==> config.mk <==
export PLATFORM = sky130hd
export DESIGN_NAME = heq_ram
export DESIGN_NICKNAME = d
export VERILOG_FILES = /design/src/rtl/core/heq_ram.sv
export SDC_FILE = /design/constraint.sdc
export NUM_CORES = 2
export LEC_CHECK = 0
export ABC_AREA = 1
export BUFFER_PORTS_ARGS = -buffer_cell sky130_fd_sc_hd__buf_2
export CAP_MARGIN = 20
export CORE_AREA = 2 2 460 462
export CTS_BUF_LIST = sky130_fd_sc_hd__clkbuf_4 sky130_fd_sc_hd__clkbuf_8
export DETAILED_ROUTE_END_ITERATION = 6
export DIE_AREA = 0 0 462 464
export GPL_TIMING_DRIVEN = 0
export SYNTH_ARGS = -nofsm -noshare
export SYNTH_HDL_FRONTEND = slang
export SYNTH_SLANG_ARGS = --single-unit
==> constraint.sdc <==
create_clock -name clk -period 4.6 [get_ports clk]
set_input_delay 0.69 -clock clk [delete_from_list [all_inputs] [get_ports clk]]
set_output_delay 0.69 -clock clk [all_outputs]
set_load 0.05 [all_outputs]
==> src/rtl/core/heq_ram.sv <==
`timescale 1ns / 1ps
module heq_ram #(
  parameter int WIDTH = 8,
  parameter int DEPTH = 256
) (
  input  logic                     clk,
  input  logic                     we,
  input  logic [$clog2(DEPTH)-1:0] waddr,
  input  logic [WIDTH-1:0]         wdata,
  input  logic [$clog2(DEPTH)-1:0] raddr,
  output logic [WIDTH-1:0]         rdata
);

  logic [WIDTH-1:0] mem [DEPTH];
  logic [WIDTH-1:0] rdata_r;

  always_ff @(posedge clk) begin
    if (we) begin
      mem[waddr] <= wdata;
    end
    rdata_r <= mem[raddr];
  end

  assign rdata = rdata_r;

endmodule

; ---- Word-level counts from Yosys, hierarchy flattened
; Memories as Yosys holds them, arrays and structs flattened. A register that Yosys moved wholly into a read port is not among the register bits.
; Index checks and enable logic that the tools add are counted.
; W data, S select, Z words.
[totals]
input_bits = 26
n_memories = 1
register_bits = 0
word_cells = 3
ramBits = 2048
output_inout_bits = 8
[classes]
n_mux = 2
[mem_list]
columns = name, words, word_bits, read_ports, rd_ports_with_merged_regs, write_ports, line_no
row1 = mem, 256, 8, 1, 1, 1, 14  ; logic [WIDTH-1:0] mem [DEPTH];
[ops]
columns = operator, n
row1 = $mux W1, 2

; ---- Depth between registers and ports, before layout
[logic_depth]
word_depth = 2
ltp_mapped = 15
mapped_depth_nobuf = 11

; ---- Least setup slack after synthesis
; No wires, ideal clock.
[synth_path]
kind = input -> register
start = input port we
end = memory mem[162][0] (enable)
setup_ns = 0.370
slack_ns = 2.419
n_path_buf = 2
cell_stages = 4
t_arrival_ns = 1.811
t_required_ns = 4.230
cell_sequence = clkbuf_1 > nand3_1 > clkbuf_1 > nor2_1
[synth_between]
elab_chain_len = 2
[synth_lines]
columns = item, line_no
row1 = start: declaration, 7  ; input logic we,
row2 = $mux W1, 18  ; if (we) begin
row3 = $mux W1 (not written as such), 19  ; mem[waddr] <= wdata;
row4 = end: declaration, 14
; Every way passes these cells.

==> flow_metrics.env <==
export IMPL_status="finished, final reports clean"
export IMPL_internal_power_mw=29.51
export IMPL_netSwitchingPower_mw=10.20
export IMPL_hpwl_um=251200
export IMPL_cts_tree="built"
export IMPL_antenna_found_initial=25
export IMPL_endpoint_kind="flip-flop"
export IMPL_timing_fmax_mhz=298.6
export IMPL_period_share=0.7281
export IMPL_dpl_cell_area_um2=88450
export IMPL_numCtsBuffers=347
export IMPL_pin_count=34
export IMPL_start_util=0.3987
export IMPL_cts_hold_fix_buffers=5
export IMPL_coreArea_um2=209200
export IMPL_h_tree_depth=5
export IMPL_final_layout_size_suffix_gt1_frac=0.1309
export IMPL_syn_to_final_growth_pct=14.14
export IMPL_grt_max_degree=162
export IMPL_hold_viol=0
export IMPL_leakage_nw=33.52
export IMPL_max_cap_viol_count=0
export IMPL_port_buffers=26
export IMPL_p_sw_frac=0.2569
export IMPL_start_kind="input pin"
export IMPL_yosysWarnings=0
export IMPL_dp_cells=9913
export IMPL_grt_overflow=0
export IMPL_syn_nets=7029
export IMPL_nNetsFinal=7517
export IMPL_first_global_vias=57657
export IMPL_seq_area_um2=61660
export IMPL_clock_skew_ps=90.26
export IMPL_hold_worst_slack_ps=88.23
export IMPL_multi_input_area_um2=19180
export IMPL_ys_types=14
export IMPL_clk_pin_slew_ps=70
export IMPL_drt_first_iter_violations=11373
export IMPL_ant_nets=0
export IMPL_routed_wl_um=363800
export IMPL_root_buffer="clkbuf_8"
export IMPL_final_cell_mix="nand2_1, edfxtp_1, nand3_1"
export IMPL_wl_per_cell_um=34.50
export IMPL_p_clk_frac=0.397
export IMPL_setup_viol=0
export IMPL_cts_setup_buffers=0
export IMPL_final_common_cell="nand2_1"
export IMPL_cts_sinks=2056
export IMPL_die_area_um2=214400
export IMPL_yosysSeqAreaShare=0.7394
export IMPL_place_congestion=1.070
export IMPL_first_pass_iters=6
export IMPL_avgSynthCellArea_um2=11.91
export IMPL_grt_setup_unrepaired="false"
export IMPL_crit_arrival_ps=4260
export IMPL_power_density_nw_per_um2=417.2
export IMPL_slew_headroom=0.1444
export IMPL_fin_cells=10544
export IMPL_num_vias=63341
export IMPL_grt_usage=0.3332
export IMPL_p_seq_frac=0.520
export IMPL_worst_pin_slew_ps=1283
export IMPL_cts_resized=0
export IMPL_fin_ws_ps=1251
export IMPL_p_comb_frac=0.083
export IMPL_post_place_ws_ps=324.6
export IMPL_drc=0
export IMPL_rows=168
export IMPL_hp_class="in2reg"
export IMPL_cp_required_ps=5510
export IMPL_fillers=19065
export IMPL_ir_worst_vdd_mv=0.2810
export IMPL_critPathMaxFanout=10
export IMPL_clockBufferDepth=4
export IMPL_die_w_um=462
export IMPL_clk_latency_ps=1100
export IMPL_slew_violations=0
export IMPL_final_cell_area_um2=95190
export IMPL_synthCells=7003
export IMPL_syn_area_um2=83400
export IMPL_ys_ff_latch=2056
export IMPL_fp_dieH_um=464
export IMPL_via_per_inst=6.007
export IMPL_path_class="in2reg"
export IMPL_final_util=0.4551
export IMPL_grt_pass1_wl_um=483000
export IMPL_fin_crit_ps=3349
-- registers in the layout, summed over array words and instances, names as in the netlist --
name   flops
mem     2048
rdata      8
-- per-stage QoR --
| stage | TNS (ps) | power [mW] |
|---|---|---|
| after detailed placement | 0 | 24.16 |
| final | 0 | 39.71 |
| after global placement | -1633410 | 24.13 |
| after floorplan | 0 | 22.37 |
| after CTS | 0 | 39.46 |
| after global routing | 0 | 40.48 |
-- logic make-up after synthesis --
group | synth area share
DFF | 0.7394
and+or+nand+nor | 0.2295
buffers and inverters | 0.03119
-- power groups by stage --
| stage | Combinational, mW | Sequential, mW | Clock [mW] |
|---|---|---|---|
| floorplan | 1.27 | 21.1 | 0 |
| global placement | 2.99 | 21.1 | 0 |
| detailed placement | 3.10 | 21.1 | 0 |
| CTS | 3.11 | 20.7 | 15.7 |
| global route | 3.31 | 20.7 | 16.5 |
| finish | 3.29 | 20.7 | 15.8 |
-- Yosys cell counts --
master / count / share of area
edfxtp_1: 2048 / 0.74
buf_1: 40 / 0.0018
nor2_1: 283 / 0.013
dfxtp_1: 8 / 0.0019
buf_4: 46 / 0.0041
inv_4: 1 / 0.000075
clkbuf_1: 112 / 0.0050
buf_2: 268 / 0.016
nand3_1: 2019 / 0.12
inv_1: 36 / 0.0016
buf_6: 16 / 0.0022
buf_8: 1 / 0.00018
inv_2: 2 / 0.000090
nand2_1: 2123 / 0.096
-- final timing paths --
kind | cells after the start | slack (ps) | startpoint | end
worst max-delay path | 12 | 1250 | raddr[1] | rdata[1]$_DFF_P_
worst min-delay path | 1 | 90 | wdata[3] | mem[116][3]$_DFFE_PP_
worst max register to register | 10 | 2250 | mem[102][5]$_DFFE_PP_ | rdata[5]$_DFF_P_
worst min register to register | 10 | 1200 | mem[176][7]$_DFFE_PP_ | rdata[7]$_DFF_P_
-- per-layer routing --
metal | global-route usage | vias up | share of wire
li1 | - | 25889 | -
met1 | 0.4445 | 31179 | 0.37
met2 | 0.4696 | 5178 | 0.42
met3 | 0.1047 | 1081 | 0.14
met4 | 0.2098 | 14 | 0.073
met5 | 0 | - | 0.00027
-- area by class of cell --
class | instances | area share
clock inverter | 127 | 0.006796
tap | 2805 | 0.03687
timing repair buffer | 139 | 0.01952
inverter | 39 | 0.001564
antenna | 10 | 0.0002629
clock buffer | 460 | 0.05974
sequential | 2056 | 0.6477
buffer | 483 | 0.02600
multi-input combinational | 4425 | 0.2015
-- worst max-delay path, cell delays in order --
cell,delay [ps]
buf_4,220
clkbuf_1,810
buf_2,700
nand3_1,250
nand3_1,130
nand3_1,220
nand3_1,290
nand3_1,150
nand3_1,370
nand2_1,90
nand2_1,70
nand2_1,190
Power figures use the tool's default switching activity.
