### src/rtl/core/heq_pkg.sv
`timescale 1ns / 1ps
package heq_pkg;

  // Sizes
  localparam int BIN_COUNT  = 4096;
  localparam int BIN_BITS   = 12;
  localparam int COUNT_BITS = 24;
  localparam int LEVEL_BITS = 12;
  localparam int SUM_BITS   = COUNT_BITS + BIN_BITS;
  localparam int PROD_BITS  = SUM_BITS + LEVEL_BITS;
  localparam int NUM_BITS   = PROD_BITS + 1;
  localparam int DEN_BITS   = COUNT_BITS + 1;
  localparam int QUOT_BITS  = LEVEL_BITS + 1;
  localparam int STEP_BITS  = 4;

  localparam logic [COUNT_BITS-1:0] COUNT_MAX = '1;
  localparam logic [BIN_BITS-1:0]   LAST_BIN  = BIN_BITS'(BIN_COUNT - 1);
  localparam logic [LEVEL_BITS-1:0] MAX_RESET = LEVEL_BITS'(255);

  // Request codes
  localparam logic [1:0] ACT_COUNT  = 2'd0;
  localparam logic [1:0] ACT_BUILD  = 2'd1;
  localparam logic [1:0] ACT_MAP    = 2'd2;
  localparam logic [1:0] ACT_UNUSED = 2'd3;

  typedef enum logic [3:0] {
    ST_CLEAR,
    ST_IDLE,
    ST_CNT_WR,
    ST_MAP_RD,
    ST_SRCH_RD,
    ST_SRCH_CHK,
    ST_WALK_RD,
    ST_WALK_CHK,
    ST_MUL,
    ST_DIV_GO,
    ST_DIV_WAIT,
    ST_DONE
  } state_t;

  // How the table is filled during the walk
  typedef enum logic [1:0] {
    FILL_ZERO,
    FILL_FLAT,
    FILL_CUM
  } fill_mode_t;

endpackage

### src/rtl/core/heq_div.sv
`timescale 1ns / 1ps
// Restoring divider, one quotient bit per cycle, quotient saturates at all ones.
module heq_div
  import heq_pkg::*;
(
  input  logic                 clk,
  input  logic                 rst_n,
  input  logic                 start,
  input  logic [NUM_BITS-1:0]  num,
  input  logic [DEN_BITS-1:0]  den,
  output logic                 done,
  output logic [QUOT_BITS-1:0] quot
);

  logic [NUM_BITS-1:0]  rem_r, rem_nxt;
  logic [NUM_BITS-1:0]  dsh_r, dsh_nxt;
  logic [QUOT_BITS-1:0] quot_r, quot_nxt;
  logic [STEP_BITS-1:0] cnt_r, cnt_nxt;
  logic                 run_r, run_nxt;
  logic                 done_r, done_nxt;
  logic [NUM_BITS-1:0]  den_top;
  logic                 fits;

  // Divisor aligned above the widest quotient
  assign den_top = NUM_BITS'({den, {QUOT_BITS{1'b0}}});
  assign fits    = (rem_r >= dsh_r);

  always_comb begin
    rem_nxt  = rem_r;
    dsh_nxt  = dsh_r;
    quot_nxt = quot_r;
    cnt_nxt  = cnt_r;
    run_nxt  = run_r;
    done_nxt = 1'b0;
    if (start) begin
      if (num >= den_top) begin
        quot_nxt = '1;
        done_nxt = 1'b1;
        run_nxt  = 1'b0;
      end else begin
        rem_nxt  = num;
        dsh_nxt  = NUM_BITS'({den, {(QUOT_BITS-1){1'b0}}});
        quot_nxt = '0;
        cnt_nxt  = STEP_BITS'(QUOT_BITS - 1);
        run_nxt  = 1'b1;
      end
    end else if (run_r) begin
      if (fits) begin
        rem_nxt = rem_r - dsh_r;
      end
      quot_nxt = {quot_r[QUOT_BITS-2:0], fits};
      dsh_nxt  = dsh_r >> 1;
      cnt_nxt  = cnt_r - 1'b1;
      if (cnt_r == '0) begin
        run_nxt  = 1'b0;
        done_nxt = 1'b1;
      end
    end
  end

  always_ff @(posedge clk) begin
    if (!rst_n) begin
      run_r  <= 1'b0;
      done_r <= 1'b0;
    end else begin
      run_r  <= run_nxt;
      done_r <= done_nxt;
    end
    rem_r  <= rem_nxt;
    dsh_r  <= dsh_nxt;
    quot_r <= quot_nxt;
    cnt_r  <= cnt_nxt;
  end

  assign done = done_r;
  assign quot = quot_r;

endmodule

### config.mk
export PLATFORM = sky130hd
export DESIGN_NAME = heq_div
export DESIGN_NICKNAME = d
export VERILOG_FILES = /design/src/rtl/core/heq_pkg.sv /design/src/rtl/core/heq_div.sv
export SDC_FILE = /design/constraint.sdc
export NUM_CORES = 1
export LEC_CHECK = 0
export ABC_AREA = 1
export BUFFER_PORTS_ARGS = -buffer_cell sky130_fd_sc_hd__buf_2
export CAP_MARGIN = 30
export CORE_ASPECT_RATIO = 0.75
export CORE_MARGIN = 3
export CORE_UTILIZATION = 25
export DETAILED_ROUTE_END_ITERATION = 7
export HOLD_SLACK_MARGIN = 0.02
export PLACE_DENSITY = 0.4
export SLEW_MARGIN = 20
export SYNTH_ARGS = -nofsm -noshare
export SYNTH_HDL_FRONTEND = slang
export SYNTH_SLANG_ARGS = --single-unit
export TNS_END_PERCENT = 1
### constraint.sdc
create_clock -name clk -period 3.13 [get_ports clk]
set_input_delay 0.626 -clock clk [delete_from_list [all_inputs] [get_ports clk]]
set_output_delay 0.626 -clock clk [all_outputs]
set_load 0.01 [all_outputs]
# Word-level counts from Yosys, hierarchy flattened
# Cells that the tools add are included.
op_classes:
  mux: 21
  eq_ne: 1
  addsub: 2
  div_mod_pow: 0
  bitwise: 0
  reduce_logical: 5
  mul: 0
  order_cmp: 2
  n_shift: 0
ops:
  columns: ["op", "count"]
  rows:
  - ["$mux 49", 7]
  - ["$ge 49x38->1", 1]
  - ["$ge 49x49->1", 1]
  - ["$sub 49x49->49", 1]
  - ["$mux 13", 3]
  - ["$mux 4", 3]
  - ["$mux 1", 8]
  - ["$logic_not 4->1", 1]
  - ["$reduce_bool 2->1", 2]
  - ["$sub 4x1->4 const B", 1]
  - ["$reduce_and 3->1", 1]
  - ["$ne 2x2->1 const B", 1]
  - ["$reduce_and 2->1", 1]
word_totals:
  ramBits: 0
  regBits: 117
  latch_bits: 0
  out_inout_bits: 14
  mem_count: 0
  inputBits: 77
  wordCells: 37
  rom_bits: 0

# Longest topological paths before layout
# Gate-level depths: netlist of run 1.
logic_depth:
  ltp_word: 4
  ltp_mapped: 16
  depth_no_buf: 15

# Least setup slack after synthesis of run 1
# OpenSTA, ideal clock, no wires.
synth_path:
  path_type: "in2reg"
  startpoint: "input den[11]"
  endpoint: "register rem_r[0], enable pin"
  slack_ps: 72
  n_path_buf: 0
  required_time_ps: 2722
  arrival_time_ps: 2650
  cell_stages: 12
  setup_time_ps: 408
  path_cell_list: "inv_1 -> ha_1 -> nand2_1 -> nor2_1 -> and2_1 -> nand2_1 -> nand3_1 -> nand2_1 -> nand2_1 -> nand2_1 -> nand3_1 -> nand2_1"
synth_between:
  elab_chain_len: 3
synth_lines:
  columns: ["element", "line_no", "rtl"]
  rows:
  - ["from (decl)", "heq_div.sv:10", "input logic [DEN_BITS-1:0] den,"]
  - ["$ge 49x38->1", "heq_div.sv:36", "if (num >= den_top) begin"]
  - ["$ne 2x2->1 (no line)", null, null]
  - ["$reduce_and 3->1 (no line)", null, null]
  - ["to (signal assigned)", "heq_div.sv:69", "rem_r <= rem_nxt;"]
  - ["to (decl)", "heq_div.sv:15", "logic [NUM_BITS-1:0] rem_r, rem_nxt;"]
# Every way passes these cells.
# A chain may end at the register's enable or synchronous reset.

# Worst setup path after layout of run 1
layout_path:
  startpoint: "input num[22]"
  endpoint: "register rem_r[20], enable pin"
layout_between:
  elab_chain_len: 3
layout_lines:
  columns: ["element", "line_no", "rtl"]
  rows:
  - ["from (decl)", "heq_div.sv:9", "input logic [NUM_BITS-1:0] num,"]
  - ["$ge 49x38->1", "heq_div.sv:36", null]
  - ["$ne 2x2->1 (no line)", null, null]
  - ["$reduce_and 3->1 (no line)", null, null]
# Every way passes these cells.

==> impl_metrics.json, run 1 <==
{
  "outcome": "finished clean",
  "numClockSinks": 105,
  "p_int_mw": 2.42,
  "regToRegSetupSlack_ns": 0.40,
  "fmax_ghz": 0.363,
  "crit_slowest_cell": "nand2_1",
  "r2r_start": "rem_r[7]$_DFFE_PP_",
  "arrival_ns": 2.84,
  "die_width_um": 225,
  "yosys-top-cells-area": "edfxtp_1, nand2_1, inv_1",
  "crit-reg2reg-capture": "rem_r[20]$_DFFE_PP_",
  "max-vdd-ir-drop_v": 0.000220,
  "async_reset_ff_share_pct": 0,
  "endpoint_kind": "register",
  "ctsHtreeMaxLevel": 3,
  "crit_chain": "buf_2, ha_1, nand2_1, nor2_1, and2_1, nand2_1, nand3_1, nand2_1, nand2_1, nand2_1, nand3_1, nand2_2, buf_12",
  "hold_buffers": 0,
  "final.period_utilization_pct": 88.1,
  "slew_headroom_pct": 66.2,
  "cts_tree": "built",
  "r2r_cells": 13,
  "setup_viol": 0,
  "p_seq_share_pct": 46.1,
  "finalWirelength_um": 31300,
  "p_sw_share_pct": 31.4,
  "cp_max_fo": 28,
  "pwr_density_cell_nw_per_um2": 338,
  "hold_viol": 0,
  "mostFrequentLayoutCell": "nand2_1",
  "yosys.area.top_type_share_pct": 34.3,
  "crit_top_cell": "nand2_1",
  "worstSetupPathType": "in2reg",
  "drtIter0Drc": 591,
  "final_nets": 1612,
  "hold_class": "in2reg",
  "vias": 8525,
  "cts_resized": 0,
  "yosys.area.top_type": "edfxtp_1",
  "p_switching_mw": 1.11,
  "grt_pass1_wl_um": 48100,
  "die_h_um": 170,
  "synth-edff-count": 103,
  "routedWlPerCell_um": 16.2,
  "final_antenna_net_count": 0,
  "drv_cap": 0,
  "fin_skew_ns": 0.00991,
  "yosysWarnings": 0,
  "io_buffers": 90,
  "tightest_slew_ns": 0.506,
  "grt_max_degree": 97,
  "holdPathEnd": "run_r$_SDFF_PN0_",
  "dieArea_um2": 38400,
  "syn_area_um2": 9010,
  "grt_pass1_vias": 8248,
  "min_from": "rst_n",
  "layout_setup_ws_ns": 0.372,
  "fillCellCount": 3984,
  "comb_power_share_pct": 19.6,
  "cts-root-buf": "clkbuf_16",
  "synth_ff_type": "edfxtp_1",
  "start_kind": "primary input",
  "initial_utilization_pct": 25.6,
  "drc_errors": 0,
  "cp.required_ns": 3.21,
  "synth_cells": 1377,
  "dp_hpwl_um": 25800,
  "rows": 59,
  "dp_slack_ns": -0.0207,
  "num_io_pins": 91,
  "dr.pass1.iters": 5,
  "grt_use_total_pct": 16.7,
  "slowest_delay_ns": 0.31,
  "post_cts.repair.setup_buffers": 0,
  "core_um2": 35100,
  "gp_congestion": 0.894,
  "clk-insertion-delay-late_ns": 0.39,
  "areaGrowthSynthToFinish_pct": 15.7,
  "ys_seq_area_share_pct": 34.8,
  "overflow": 0,
  "antenna_found_initial": 0,
  "syn-num-nets": 1518,
  "hold_depth": 3,
  "p_leak_nw": 5.33,
  "rsz0062_at_grt": "false",
  "synthDistinctLibCells": 41,
  "whs_ns": 0.509,
  "slew_viol_final": 0,
  "avgViaCountPerCell": 4.41,
  "finalCriticalPeriod_ns": 2.76,
  "clk_pin_slew_ns": 0.08,
  "cp_top_family": "simple AND/OR/NAND/NOR gates",
  "layout-drive-gt1-share_pct": 11.4,
  "cts-buffers-inserted": 9,
  "power_mw": 3.52,
  "synth.avg_cell_area_um2": 6.54,
  "yosys_register_bits": 105,
  "cts_max_path_buffers": 2,
  "final_cell_mix": "nand2_1, inv_1, nor2_1",
  "pwr-share-clk_pct": 34.3,
  "setup_tns_ns": 0,
  "path_buf_inv": 2
}
==> area by class of cell <==
| type | count | area, um^2 | share of cell area, % |
|---|---|---|---|
| diodes | 1 | 2.50 | 0.0240 |
| clock buffers | 10 | 239 | 2.29 |
| clock inverters | 6 | 61.3 | 0.588 |
| inverters | 265 | 995 | 9.54 |
| multi-input cells | 987 | 4810 | 46.1 |
| flip-flops and latches | 105 | 3130 | 30.1 |
| well taps | 457 | 572 | 5.48 |
| repair buffers | 103 | 613 | 5.88 |
==> cell usage after synthesis, drive strengths merged, types with 2 or more instances <==
cell type,count
edfxtp,103
nor4,3
buf,11
nand3b,17
and2,5
nand2,544
o21ai,45
nor2,128
inv,264
clkbuf,9
ha,63
nand3,91
a21oi,34
dfxtp,2
nor3,10
nand4,11
xor2,2
a31oi,2
or2,20
xnor2,4
==> per-layer routing <==
layer / routed length (um) / track usage, %
met1: 17700 / 26.4
met2: 11800 / 23.1
met3: 1330 / 2.86
met4: 382 / 3.59
met5: 0 / 0
==> registers in the layout, indices dropped and copies added, names as in the netlist <==
name / count
cnt_r: 4
dsh_r: 37
quot: 13
done: 1
rem_r: 49
run_r: 1
==> cell families after synthesis <==
kind of cell / count (synthesis) / synth area share [%]
DFF: 105 / 34.8
xor gates and xnor gates: 6 / 0.583
adders and majority gates: 64 / 8.97
and+or+nand+nor: 831 / 38.8
AOI/OAI and AO/OA: 86 / 4.93
buffers and inverters: 285 / 11.9
==> through the flow <==
step                area [um^2]  util (%)  instances
floorplan                  9010         -       1377
global placement          10100      28.8       1917
detailed placement        10100      28.8       1917
CTS                       10400      29.7       1933
global route              10400      29.7       1933
finish                    10400      29.7       1934
==> worst max path at each step <==
stage | depth (start not counted) | to | start
2_1_floorplan | 12 | rem_r[0]$_DFFE_PP_ | den[11]
3_3_place_gp | 14 | rem_r[21]$_DFFE_PP_ | den[9]
3_5_place_dp | 13 | rem_r[21]$_DFFE_PP_ | num[22]
4_1_cts | 13 | rem_r[17]$_DFFE_PP_ | num[22]
5_1_grt | 13 | rem_r[17]$_DFFE_PP_ | dsh_r[10]$_SDFFCE_PP0P_
6_report | 13 | rem_r[20]$_DFFE_PP_ | num[22]
==> power groups by stage <==
stage | logic, mW | clock network (mW) | registers, mW
after floorplan | 0.418 | 0 | 1.65
after global placement | 0.695 | 0 | 1.65
after detailed placement | 0.696 | 0 | 1.65
after CTS | 0.699 | 1.25 | 1.62
after global routing | 0.794 | 1.30 | 1.63
final | 0.691 | 1.21 | 1.62
==> worst min-delay path, stage by stage <==
cell and delay, ns:
buf_2 0.10, inv_1 0.08, a21oi_1 0.05
Power figures use the tool's default switching activity.
==> inputs of run 2 (changes only) <==
--- a/config.mk
+++ b/config.mk
@@ -11,9 +11,10 @@
 export CORE_ASPECT_RATIO = 0.75
 export CORE_MARGIN = 3
 export CORE_UTILIZATION = 25
+export CTS_BUF_LIST = sky130_fd_sc_hd__clkbuf_4 sky130_fd_sc_hd__clkbuf_8
 export DETAILED_ROUTE_END_ITERATION = 7
 export HOLD_SLACK_MARGIN = 0.02
-export PLACE_DENSITY = 0.4
+export PLACE_DENSITY = 0.38
 export SLEW_MARGIN = 20
 export SYNTH_ARGS = -nofsm -noshare
 export SYNTH_HDL_FRONTEND = slang
==> constraint.sdc (replaced) <==
create_clock -name clk -period 2.7 [get_ports clk]
set_input_delay 0.54 -clock clk [delete_from_list [all_inputs] [get_ports clk]]
set_output_delay 0.54 -clock clk [all_outputs]
set_load 0.01 [all_outputs]
==> run 2 against run 1 <==
Against the previous run: sequential power up 16%; final cell count up 4.9%; die area unchanged; clock skew up 0.0048 ns; via count up 3.0%; wire length up 4.8%.
==> impl_metrics.json, run 2 (synthesis gave the netlist of run 1 again) <==
{
  "rsz0062_at_grt": "true",
  "crit_start": "dsh_r[31]$_DFFE_PP_",
  "crit_chain": "inv_1, ha_1, buf_4, nand2_1, inv_1, a21oi_1, nand2_1, nor2_2, nand3b_1, nand3_2, nand2_4, buf_12",
  "crit-reg2reg-capture": "rem_r[30]$_DFFE_PP_",
  "arrival_ns": 2.77,
  "drv_cap": 0,
  "outcome": "finished clean",
  "endpoint_kind": "register",
  "worstSetupPathType": "reg2reg",
  "fin_skew_ns": 0.0147,
  "antenna_found_initial": 0,
  "hold_buffers": 0,
  "drc_errors": 0,
  "drtIter0Drc": 661,
  "insertedDiodeCount": 0,
  "grt_pass1_vias": 8327,
  "setup_viol": 0,
  "cts-buffers-inserted": 9,
  "largest_reg_flops": 49,
  "grt_max_degree": 54,
  "crit_slowest_cell": "edfxtp_1",
  "slew_headroom_pct": 59.0,
  "cts-root-buf": "clkbuf_8",
  "cts_tree": "built",
  "core_um2": 35100,
  "fmax_ghz": 0.388,
  "final_nets": 1707,
  "overflow": 0,
  "tightest_slew_ns": 0.610,
  "cts_max_path_buffers": 2,
  "wl_met2_um": 12500,
  "hold_class": "in2reg",
  "cp.required_ns": 2.89,
  "clk_pin_slew_ns": 0.12,
  "finalInstanceArea_um2": 11100,
  "ctsHtreeMaxLevel": 3,
  "io_buffers": 90,
  "finalWirelength_um": 32800,
  "slowest_delay_ns": 0.37,
  "areaGrowthSynthToFinish_pct": 23.4,
  "finalCriticalPeriod_ns": 2.58,
  "numClockSinks": 105,
  "gp_congestion": 0.891,
  "fin_util_pct": 31.7,
  "dr.pass1.iters": 7,
  "die_width_um": 225,
  "routedWlPerCell_um": 16.1,
  "regMostFlops": "rem_r",
  "grt_pass1_wl_um": 50000,
  "regToRegSetupSlack_ns": 0.12,
  "p_leak_nw": 5.76,
  "cp_max_fo": 17,
  "seq_area_um2": 3130,
  "route.met3.wl_um": 1330,
  "avgViaCountPerCell": 4.33,
  "r2r_cells": 12,
  "highest_layer": "met4",
  "slew_viol_final": 0,
  "clk-insertion-delay-late_ns": 0.44,
  "grt_use_total_pct": 17.4,
  "final_antenna_net_count": 0,
  "final_cell_mix": "nand2_1, inv_1, nor2_1",
  "dieArea_um2": 38400,
  "fillCellCount": 3986,
  "max-vdd-ir-drop_v": 0.000194,
  "vias": 8780,
  "wl_met1_um": 18600,
  "die_h_um": 170,
  "hold_viol": 0,
  "multi_input_area_um2": 4880,
  "final.period_utilization_pct": 95.5,
  "pwr_density_cell_nw_per_um2": 345,
  "layout-drive-gt1-share_pct": 17.8,
  "placed_area_um2": 10800,
  "start_kind": "register",
  "rows": 59,
  "num_io_pins": 91,
  "dp_hpwl_um": 27600,
  "hold_depth": 3,
  "r2r_start": "dsh_r[31]$_DFFE_PP_",
  "cp-endpoint": "rem_r[30]$_DFFE_PP_",
  "mostFrequentLayoutCell": "nand2_1",
  "initial_utilization_pct": 25.6
}
==> run 2: area by class of cell <==
| type | count | area share [%] |
|---|---|---|
| flip-flops and latches | 105 | 28.2 |
| repair buffers | 198 | 12.0 |
| inverters | 265 | 8.94 |
| multi-input cells | 987 | 43.9 |
| clock buffers | 9 | 1.11 |
| well taps | 457 | 5.14 |
| clock inverters | 7 | 0.686 |
==> run 2: where the power goes <==
group / leakage (nW) / internal (mW) / switching [mW]
combinational: 4.68 / 0.343 / 0.556
clock: 0.0999 / 0.362 / 0.693
sequential: 0.972 / 1.85 / 0.0241
total: 5.76 / 2.56 / 1.27
==> run 2: critical path: cells and delay by family, from the launching register on <==
kind                     cells  cell delay (ns)
AND/OR/NAND/NOR              6             0.96
adder cells (fa/ha/maj)      1             0.24
AO/OA/AOI/OAI                1             0.28
buffers and inverters        4             0.48
flip-flops                   1             0.37
==> run 2: timing repair <==
action                                  4_1_cts  5_1_grt
cloned                                        0        0
pin swaps                                     0        4
setup buffers                                 0        0
resized for setup                             2       16
endpoints found under the setup margin       25       61
==> run 2: worst min path at each step <==
| stage | from | end | slack, ns |
|---|---|---|---|
| 6_report | rst_n | run_r$_SDFF_PN0_ | 0.36 |
| 3_5_place_dp | run_r$_SDFF_PN0_ | done$_SDFF_PN0_ | 0.50 |
| 4_1_cts | rst_n | run_r$_SDFF_PN0_ | 0.31 |
| 3_3_place_gp | run_r$_SDFF_PN0_ | done$_SDFF_PN0_ | 0.50 |
| 2_1_floorplan | run_r$_SDFF_PN0_ | done$_SDFF_PN0_ | 0.47 |
| 5_1_grt | rst_n | run_r$_SDFF_PN0_ | 0.34 |
==> run 2: through the flow <==
stage / setup TNS (ns) / power, mW / instances / hold WS (ns) / worst slack [ns]
after floorplan: -4.66 / 2.40 / 1377 / 0.465 / -0.114
after global placement: -8.01 / 2.82 / 2012 / 0.497 / -0.108
after detailed placement: -8.85 / 2.81 / 2012 / 0.503 / -0.117
after CTS: 0 / 3.90 / 2028 / 0.313 / 0.0369
after global routing: -0.0320 / 4.09 / 2028 / 0.336 / -0.0320
final: 0 / 3.83 / 2028 / 0.361 / 0.121
==> run 2: per-layer routing <==
metal	vias up	global-route usage, %
li1	4654	-
met1	3970	28.1
met2	145	24.0
met3	11	2.69
met4	0	3.42
met5	-	0
